[src/rtl/wpm_pkg.sv]
// Package: shared types and constants for the weight prune mask updater.
package wpm_pkg;

  localparam logic [1:0] FUNC_STATS  = 2'd0;
  localparam logic [1:0] FUNC_UPDATE = 2'd1;
  localparam logic [1:0] FUNC_APPLY  = 2'd2;

  localparam logic KIND_STATS  = 1'b0;
  localparam logic KIND_WEIGHT = 1'b1;

  typedef struct packed {
    logic [1:0]         func;
    logic signed [15:0] weight_value;
    logic               mask_bit;
    logic               last_item;
  } wpm_in_t;

  typedef struct packed {
    logic               result_kind;
    logic               new_mask;
    logic               mask_changed;
    logic signed [15:0] masked_weight;
    logic [14:0]        mean_out;
    logic [15:0]        stdev_out;
    logic               stats_error;
  } wpm_out_t;

  // controller to datapath
  typedef struct packed {
    logic accum;      // accumulate the held item
    logic weight;     // form the per-weight result
    logic start_fin;  // begin closing the statistics pass
    logic div_step;   // one bit step of the running divide
    logic sub_mul;    // latch m0 and form m0*m0
    logic var_load;   // load variance divide
    logic sqrt_step;  // one step of square root
    logic finish;     // latch statistics result, clear sums
  } wpm_cmd_t;

  typedef struct packed {
    logic div_done;
    logic sqrt_done;
  } wpm_sts_t;

endpackage

[src/rtl/wpm_ctrl.sv]
// Controller: sequences accumulate, update, apply and the closing divide and square root.
module wpm_ctrl
  import wpm_pkg::*;
(
  input  logic     clk_i,
  input  logic     rst_ni,
  input  logic     in_valid,
  input  wpm_in_t  in_item_i,
  output logic     in_stall,
  input  logic     out_busy_i,
  output logic     take_o,
  output wpm_cmd_t cmd_o,
  input  wpm_sts_t sts_i
);

  typedef enum logic [6:0] {
    ST_IDLE  = 7'b0000001,
    ST_DIVM  = 7'b0000010,
    ST_SUB   = 7'b0000100,
    ST_VLOAD = 7'b0001000,
    ST_DIVV  = 7'b0010000,
    ST_SQRT  = 7'b0100000,
    ST_FIN   = 7'b1000000
  } state_e;

  state_e state_q, state_d;
  logic   closes;

  assign closes = (in_item_i.func == FUNC_STATS) && in_item_i.last_item;
  // a closing item waits for a free output; per-weight items also need one
  assign in_stall = (state_q != ST_IDLE) ||
                    (out_busy_i && (in_item_i.func != FUNC_STATS || closes));
  assign take_o = in_valid && !in_stall;

  always_comb begin
    state_d = state_q;
    cmd_o   = '0;
    case (state_q)
      ST_IDLE: begin
        if (take_o) begin
          cmd_o.accum  = (in_item_i.func == FUNC_STATS);
          cmd_o.weight = (in_item_i.func == FUNC_UPDATE) || (in_item_i.func == FUNC_APPLY);
          if (closes) begin
            cmd_o.start_fin = 1'b1;
            state_d = ST_DIVM;
          end
        end
      end
      ST_DIVM: begin
        cmd_o.div_step = 1'b1;
        if (sts_i.div_done) state_d = ST_SUB;
      end
      ST_SUB: begin
        cmd_o.sub_mul = 1'b1;
        state_d = ST_VLOAD;
      end
      ST_VLOAD: begin
        cmd_o.var_load = 1'b1;
        state_d = ST_DIVV;
      end
      ST_DIVV: begin
        cmd_o.div_step = 1'b1;
        if (sts_i.div_done) state_d = ST_SQRT;
      end
      ST_SQRT: begin
        cmd_o.sqrt_step = 1'b1;
        if (sts_i.sqrt_done) state_d = ST_FIN;
      end
      ST_FIN: begin
        cmd_o.finish = 1'b1;
        state_d = ST_IDLE;
      end
      default: state_d = ST_IDLE;
    endcase
  end

  always_ff @(posedge clk_i or negedge rst_ni) begin
    if (!rst_ni) begin
      state_q <= ST_IDLE;
    end else begin
      state_q <= state_d;
    end
  end

endmodule

[src/rtl/wpm_datapath.sv]
// Datapath: accumulators, threshold compare, serial divider and square root.
module wpm_datapath
  import wpm_pkg::*;
#(
  parameter int unsigned COUNT_LIMIT = 65536
) (
  input  logic        clk_i,
  input  logic        rst_ni,
  input  wpm_in_t     in_item_i,
  input  logic [15:0] crate_i,
  input  wpm_cmd_t    cmd_i,
  output wpm_sts_t    sts_o,
  input  logic        out_take_i,
  output logic        out_valid_o,
  output wpm_out_t    out_item_o
);

  logic [31:0] abs_sum_q;
  logic [47:0] sq_sum_q;
  logic [16:0] cnt_q;
  logic [14:0] mean_q;
  logic [15:0] std_q;

  logic        [15:0] aw;
  logic        [31:0] aw_sq;
  logic signed [15:0] w;
  assign w  = in_item_i.weight_value;
  assign aw = w[15] ? 16'(-w) : 16'(w);
  assign aw_sq = aw * aw;

  // threshold: T = mean*4096 + crate*std, Q21.12
  logic signed [32:0] prod;
  logic signed [33:0] t_raw;
  logic        [32:0] t_pos;
  logic        [36:0] t9, t11;
  logic        [35:0] a10;
  logic               nm;
  assign prod  = $signed(crate_i) * $signed({1'b0, std_q});
  assign t_raw = $signed({7'd0, mean_q, 12'd0}) + 34'(prod);
  assign t_pos = t_raw[33] ? '0 : t_raw[32:0];
  assign t9    = 37'(t_pos) * 37'd9;
  assign t11   = 37'(t_pos) * 37'd11;
  assign a10   = {20'd0, aw} * 36'd40960;

  always_comb begin
    nm = in_item_i.mask_bit;
    if (in_item_i.func == FUNC_UPDATE) begin
      if (in_item_i.mask_bit && (37'(a10) <= t9)) nm = 1'b0;
      else if (!in_item_i.mask_bit && (37'(a10) > t11)) nm = 1'b1;
    end
  end

  // serial restoring divider, 48-bit dividend by 17-bit divisor
  logic [47:0] quo_q;
  logic [17:0] rem_q;
  logic [5:0]  dcnt_q;
  logic [17:0] rem_sh;
  logic        ge;
  assign rem_sh = {rem_q[16:0], quo_q[47]};
  assign ge     = rem_sh >= {1'b0, cnt_q};
  assign sts_o.div_done = (dcnt_q == 6'd47);

  // m0*m0 is formed first, count*(m0*m0) on the next cycle
  logic [31:0] m0_q;
  logic [31:0] m0sq_q;
  logic [48:0] sub_full;
  logic [48:0] sq_ext;
  assign sub_full = 49'(cnt_q) * 49'(m0sq_q);
  assign sq_ext   = {1'b0, sq_sum_q};

  // square root, two bits per step over 48 bits
  logic [47:0] sv_q;
  logic [23:0] root_q;
  logic [25:0] srem_q;
  logic [4:0]  scnt_q;
  logic [25:0] srem_sh, trial;
  assign srem_sh = {srem_q[23:0], sv_q[47:46]};
  assign trial   = {root_q, 2'b01};
  assign sts_o.sqrt_done = (scnt_q == 5'd23);

  logic       err;
  logic [14:0] mean_sat;
  logic [15:0] std_sat;
  assign err      = (cnt_q == '0);
  assign mean_sat = (m0_q > 32'h7FFF) ? 15'h7FFF : m0_q[14:0];
  assign std_sat  = (root_q > 24'hFFFF) ? 16'hFFFF : root_q[15:0];

  always_ff @(posedge clk_i or negedge rst_ni) begin
    if (!rst_ni) begin
      abs_sum_q   <= '0;
      sq_sum_q    <= '0;
      cnt_q       <= '0;
      mean_q      <= '0;
      std_q       <= '0;
      out_valid_o <= 1'b0;
    end else begin
      if (out_take_i) out_valid_o <= 1'b0;
      if (cmd_i.accum && in_item_i.mask_bit && (w != 0) && (32'(cnt_q) < COUNT_LIMIT)) begin
        abs_sum_q <= abs_sum_q + 32'(aw);
        sq_sum_q  <= sq_sum_q + 48'(aw_sq);
        cnt_q     <= cnt_q + 17'd1;
      end
      if (cmd_i.weight) begin
        out_valid_o <= 1'b1;
      end
      if (cmd_i.finish) begin
        mean_q      <= err ? '0 : mean_sat;
        std_q       <= err ? '0 : std_sat;
        abs_sum_q   <= '0;
        sq_sum_q    <= '0;
        cnt_q       <= '0;
        out_valid_o <= 1'b1;
      end
    end
  end

  always_ff @(posedge clk_i) begin
    if (cmd_i.start_fin) begin
      quo_q  <= 48'(abs_sum_q) + ((cmd_i.accum && in_item_i.mask_bit && (w != 0) &&
                (32'(cnt_q) < COUNT_LIMIT)) ? 48'(aw) : 48'd0);
      rem_q  <= '0;
      dcnt_q <= '0;
    end else if (cmd_i.var_load) begin
      quo_q  <= (sq_ext > sub_full) ? 48'(sq_ext - sub_full) : '0;
      rem_q  <= '0;
      dcnt_q <= '0;
    end else if (cmd_i.div_step) begin
      quo_q  <= {quo_q[46:0], ge};
      rem_q  <= ge ? rem_sh - {1'b0, cnt_q} : rem_sh;
      dcnt_q <= dcnt_q + 6'd1;
    end
    if (cmd_i.sub_mul) begin
      m0_q   <= err ? '0 : quo_q[31:0];
      m0sq_q <= err ? '0 : 32'(quo_q[15:0]) * 32'(quo_q[15:0]);
    end
    if (cmd_i.var_load) begin
      root_q <= '0;
      srem_q <= '0;
      scnt_q <= '0;
    end
    if (cmd_i.sqrt_step) begin
      if (scnt_q == 5'd0) begin
        sv_q <= {quo_q[45:0], 2'b00};
        if ({24'd0, quo_q[47:46]} >= 26'd1) begin
          srem_q <= {24'd0, quo_q[47:46]} - 26'd1;
          root_q <= 24'd1;
        end else begin
          srem_q <= {24'd0, quo_q[47:46]};
          root_q <= 24'd0;
        end
      end else begin
        sv_q <= {sv_q[45:0], 2'b00};
        if (srem_sh >= trial) begin
          srem_q <= srem_sh - trial;
          root_q <= {root_q[22:0], 1'b1};
        end else begin
          srem_q <= srem_sh;
          root_q <= {root_q[22:0], 1'b0};
        end
      end
      scnt_q <= scnt_q + 5'd1;
    end
    if (cmd_i.weight) begin
      out_item_o.result_kind   <= KIND_WEIGHT;
      out_item_o.new_mask      <= nm;
      out_item_o.mask_changed  <= nm ^ in_item_i.mask_bit;
      out_item_o.masked_weight <= nm ? w : '0;
      out_item_o.mean_out      <= '0;
      out_item_o.stdev_out     <= '0;
      out_item_o.stats_error   <= 1'b0;
    end
    if (cmd_i.finish) begin
      out_item_o.result_kind   <= KIND_STATS;
      out_item_o.new_mask      <= 1'b0;
      out_item_o.mask_changed  <= 1'b0;
      out_item_o.masked_weight <= '0;
      out_item_o.mean_out      <= err ? '0 : mean_sat;
      out_item_o.stdev_out     <= err ? '0 : std_sat;
      out_item_o.stats_error   <= err;
    end
  end

endmodule

[src/rtl/weight_prune_mask_updater.sv]
// Top level: weight prune mask updater with statistics pass.
// Usage:
//   Input channel in_valid/in_stall carries func, weight, mask bit and last flag.
//   Output channel out_valid/out_stall carries one result per update, apply
//   or closing statistics item; plain statistics items give no result.
//   crate is written through crate_we_i/crate_i; the user must do so
//   only while the block is idle, which the block does not enforce.
// Timing:
//   Statistics, update and apply items are taken while idle; a result is
//   registered and appears the cycle after the transfer.
//   A closing statistics item runs the mean divide, ST_SUB, ST_VLOAD, the
//   variance divide, 24 square-root steps and ST_FIN, taking no input.
// Stall:
//   While a result waits, statistics items are still taken; items that
//   produce a result wait until the output register is free.
// Reset:
//   Clears accumulators, latched mean and deviation, crate and output valid.
module weight_prune_mask_updater
  import wpm_pkg::*;
#(
  parameter int unsigned MAX_ENTRIES = 65536
) (
  input  logic        clk_i,
  input  logic        rst_ni,
  input  logic        in_valid,
  output logic        in_stall,
  input  wpm_in_t     in_data_i,
  output logic        out_valid,
  input  logic        out_stall,
  output wpm_out_t    out_data_o,
  input  logic        crate_we_i,
  input  logic [15:0] crate_i
);

  localparam int unsigned CountLimit = (MAX_ENTRIES < 131071) ? MAX_ENTRIES : 131071;

  logic [15:0] crate_q;
  wpm_cmd_t    cmd;
  wpm_sts_t    sts;
  logic        take;
  logic        out_take;

  assign out_take = out_valid && !out_stall;

  always_ff @(posedge clk_i or negedge rst_ni) begin
    if (!rst_ni) begin
      crate_q <= '0;
    end else if (crate_we_i) begin
      crate_q <= crate_i;
    end
  end

  wpm_ctrl u_ctrl (
    .clk_i      (clk_i),
    .rst_ni     (rst_ni),
    .in_valid   (in_valid),
    .in_item_i  (in_data_i),
    .in_stall   (in_stall),
    .out_busy_i (out_valid && out_stall),
    .take_o     (take),
    .cmd_o      (cmd),
    .sts_i      (sts)
  );

  wpm_datapath #(
    .COUNT_LIMIT (CountLimit)
  ) u_dp (
    .clk_i       (clk_i),
    .rst_ni      (rst_ni),
    .in_item_i   (in_data_i),
    .crate_i     (crate_q),
    .cmd_i       (cmd),
    .sts_o       (sts),
    .out_take_i  (out_take),
    .out_valid_o (out_valid),
    .out_item_o  (out_data_o)
  );

  a_cmd_needs_take: assert property (@(posedge clk_i) disable iff (!rst_ni)
    (cmd.accum || cmd.weight) |-> take) else $error("command without transfer");
  a_one_phase: assert property (@(posedge clk_i) disable iff (!rst_ni)
    $onehot0({cmd.div_step, cmd.sub_mul, cmd.var_load, cmd.sqrt_step, cmd.finish}))
    else $error("overlapping phases");
  a_finish_valid: assert property (@(posedge clk_i) disable iff (!rst_ni)
    cmd.finish |=> out_valid) else $error("statistics result lost");

endmodule
[config.mk]
export PLATFORM = sky130hd
export DESIGN_NAME = weight_prune_mask_updater
export DESIGN_NICKNAME = d
export VERILOG_FILES = /design/src/rtl/wpm_pkg.sv /design/src/rtl/wpm_ctrl.sv /design/src/rtl/wpm_datapath.sv /design/src/rtl/weight_prune_mask_updater.sv
export SDC_FILE = /design/constraint.sdc
export NUM_CORES = 2
export LEC_CHECK = 0
export ABC_CLOCK_PERIOD_IN_PS = 27700
export BUFFER_PORTS_ARGS = -buffer_cell sky130_fd_sc_hd__buf_2
export CORE_ASPECT_RATIO = 0.5
export CORE_UTILIZATION = 55
export CTS_CLUSTER_SIZE = 40
export DETAILED_ROUTE_END_ITERATION = 10
export GPL_TIMING_DRIVEN = 0
export PLACE_DENSITY = 0.76
export SLEW_MARGIN = 5
export SYNTH_ARGS = -nofsm -noshare
export SYNTH_HDL_FRONTEND = slang
export SYNTH_SLANG_ARGS = --single-unit
export TNS_END_PERCENT = 30
[constraint.sdc]
create_clock -name clk_i -period 27.7 [get_ports clk_i]
set_input_delay 5.54 -clock clk_i [delete_from_list [all_inputs] [get_ports clk_i]]
set_output_delay 5.54 -clock clk_i [all_outputs]
set_load 0.02 [all_outputs]
==> flow_summary.json <==
{
  "overflow": 0,
  "hold_viol_final": 0,
  "reg2reg_from": "crate_q[8]",
  "end_kind": "flop",
  "maxCapViolations": 0,
  "async_flop_share_pct": 34.9,
  "synth_edf_count": 241,
  "ctsHoldBuffers": 0,
  "cts_setup_buffers": 0,
  "synthTopCellsByArea": "fa_1, ha_1, edfxtp_1, inv_1, dfrtp_1",
  "reg2reg_depth": 52,
  "via_per_inst": 5.84,
  "outcome": "completed",
  "path_clk_slew_ns": 0.07,
  "fin_skew_ns": 0.0392,
  "initial_core_util_pct": 56.0,
  "port_buffers": 91,
  "critPathKind": "in2reg",
  "fill_cells": 10991,
  "drv_slew": 0,
  "rsz0062_at_grt": "no",
  "min_path_type": "reg2reg",
  "tritoncts": "yes",
  "antenna_found_initial": 6,
  "drt-total-wl_um": 204000,
  "wire_per_inst_um": 21.1,
  "fin_crit_sh_pct": 56.9,
  "grt_max_degree": 98,
  "num_vias": 56563,
  "clockBufferDepth": 3,
  "setup-violations-final": 0,
  "cp_common_cell": "fa_1",
  "crit_path_end": "u_dp.sq_sum_q[44]",
  "clock_sinks": 435,
  "grt_pass1_vias": 56719,
  "setup-tns-final_ns": 0,
  "syn_inst": 7793,
  "insertion_delay_ns": 0.63,
  "drc": 0,
  "arrival_ns": 16.27,
  "reg2reg_to": "u_dp.out_item_o[44]",
  "core_sq_um": 127000,
  "layout-drive-gt1-share_pct": 3.95,
  "slowest_stage": "xor2_1",
  "dp_hpwl_um": 168000,
  "synthFlopType": "edfxtp_1",
  "cts-resized-gates": 0,
  "finalCriticalPeriod_ns": 15.75,
  "drt_first_pass_iters": 8,
  "die_x_um": 511,
  "synth_common_cells": "inv_1, fa_1, nand2_1, ha_1, nor2_1",
  "cts_made_buffers": 47,
  "clockRootBuffer": "clkbuf_16",
  "synth_warnings": 0,
  "synth.most_common_cell": "inv_1",
  "synth_top_area_share_pct": 29.4,
  "min_from": "u_dp.out_item_o[49]",
  "num_rows": 92,
  "postSynthAreaPerCell_sq_um": 9.13,
  "cts_max_level": 2,
  "yosysTopAreaCell": "fa_1",
  "place.gp.congestion": 0.977,
  "grt_use_total_pct": 31.7,
  "timing.slew.headroom_pct": 4.36,
  "netlist_area_sq_um": 71100,
  "synth-seq-cells": 435,
  "worstPathRequired_ns": 28.22,
  "rrSetupSlack_ns": 12.70,
  "crit_path_start": "in_data_i[2]",
  "fmaxAchievable_ghz": 0.0635,
  "path_max_fanout": 10,
  "ys_types": 98,
  "start_kind": "input port",
  "num_io_pins": 94,
  "fp.dieArea_sq_um": 131000,
  "cpPeakStageDelay_ns": 1.05,
  "area_growth_pct": 6.12,
  "antenna_left": 0,
  "grt_pass1_wl_um": 321000,
  "max_slew.worst_pin.slew_ns": 1.43,
  "nets": 9820,
  "seq_area_frac_synth_pct": 16.7,
  "drt_iter0_markers": 5747,
  "die_height_um": 256
}
## worst min-delay path by stage
| stage | slack, ns | cells after the start | to |
|---|---|---|---|
| global placement | 0.43 | 1 | u_dp.out_item_o[49] |
| global route | 0.48 | 1 | u_dp.out_item_o[49] |
| floorplan | 0.45 | 2 | u_dp.rem_q[16] |
| finish | 0.47 | 1 | u_dp.out_item_o[49] |
| detailed placement | 0.45 | 1 | u_dp.out_item_o[49] |
| CTS | 0.46 | 1 | u_dp.out_item_o[49] |
## sequential cells by signal, summed over array words and instances (netlist names), 15 cells and up
signal,cells
u_dp.rem_q,17
crate_q,16
u_dp.root_q,24
u_dp.cnt_q,17
u_dp.m0_q,31
u_dp.quo_q,48
u_dp.out_item_o,51
u_dp.sv_q,46
u_dp.abs_sum_q,32
u_dp.srem_q,24
u_dp.m0sq_q,31
u_dp.mean_q,15
u_dp.sq_sum_q,48
u_dp.std_q,16
## cells in the final DEF, fill, tap and decap left out, drive strengths merged, types with 21 or more instances in the layout
cell	Yosys	final
a211oi	29	29
a21o	191	191
a21oi	296	296
a31oi	29	29
and2	355	355
and3	45	45
buf	20	118
clkbuf	281	341
clkinv	5	21
dfrtp	151	151
dfxtp	42	42
edfxtp	241	241
fa	1044	1044
ha	779	779
inv	1424	1431
mux2	62	62
mux2i	34	34
nand2	888	888
nand2b	58	58
nand3	140	140
nand4	50	50
nor2	417	417
nor2b	49	49
nor3	67	67
nor4	28	28
o21a	70	70
o21ai	253	253
o21bai	49	49
o221ai	37	37
o31ai	30	30
or2	29	29
or3	27	27
xnor2	194	194
xor2	142	142
## worst max-delay path: cells and delay by family
kind                       cells  cell delay, ns
adders and majority gates      8            3.65
AOI/OAI and AO/OA              8            2.27
buffers and inverters          8            2.08
and+or+nand+nor                6            1.64
xor gates and xnor gates       1            1.05
## cell type report
class	instances	area, sq um	area share [%]
multi-input cells	5644	52800	69.9
flip-flops and latches	435	11900	15.7
inverters	1429	5360	7.11
well taps	1692	2120	2.80
clock buffers	60	1310	1.73
plain buffers	301	1180	1.57
repair buffers	98	603	0.799
clock inverters	27	228	0.302
diodes	5	12.5	0.0166
## routing by layer
layer / share of wire [%] / wire length [um] / vias to the layer above / GRT usage, %
met5: 0.0059 / 12 / - / 0
met4: 3.5 / 7200 / 2 / 10.1
met3: 11 / 22500 / 411 / 8.00
met2: 44 / 89500 / 2719 / 48.5
met1: 42 / 85100 / 28025 / 44.0
li1: - / - / 25406 / -
## per-stage QoR
step                instances  setup slack [ns]  instance area (sq um)  hold WS, ns  utilization, %
global route             9686             11.56                  75500        0.482            59.4
finish                   9691             11.95                  75500        0.465            59.4
CTS                      9686             12.18                  75500        0.464            59.4
floorplan                7809             14.42                  71200        0.448               -
detailed placement       9599             11.62                  73900        0.449            58.2
global placement         9592             11.72                  73800        0.434            58.0
## logic make-up after synthesis
logic type / Yosys count / synth area share (%)
AOI/OAI and AO/OA: 1170 / 10.8
buffers and inverters: 1730 / 9.21
xor gates and xnor gates: 336 / 4.14
DFF: 435 / 16.7
muxes: 96 / 1.46
and+or+nand+nor: 2201 / 14.6
other: 2 / 0.0106
adders and majority gates: 1823 / 43.1
Power is left out: the tool's default activity adds up to more than one toggle a clock period on the data nets, which glitch-free logic cannot reach.
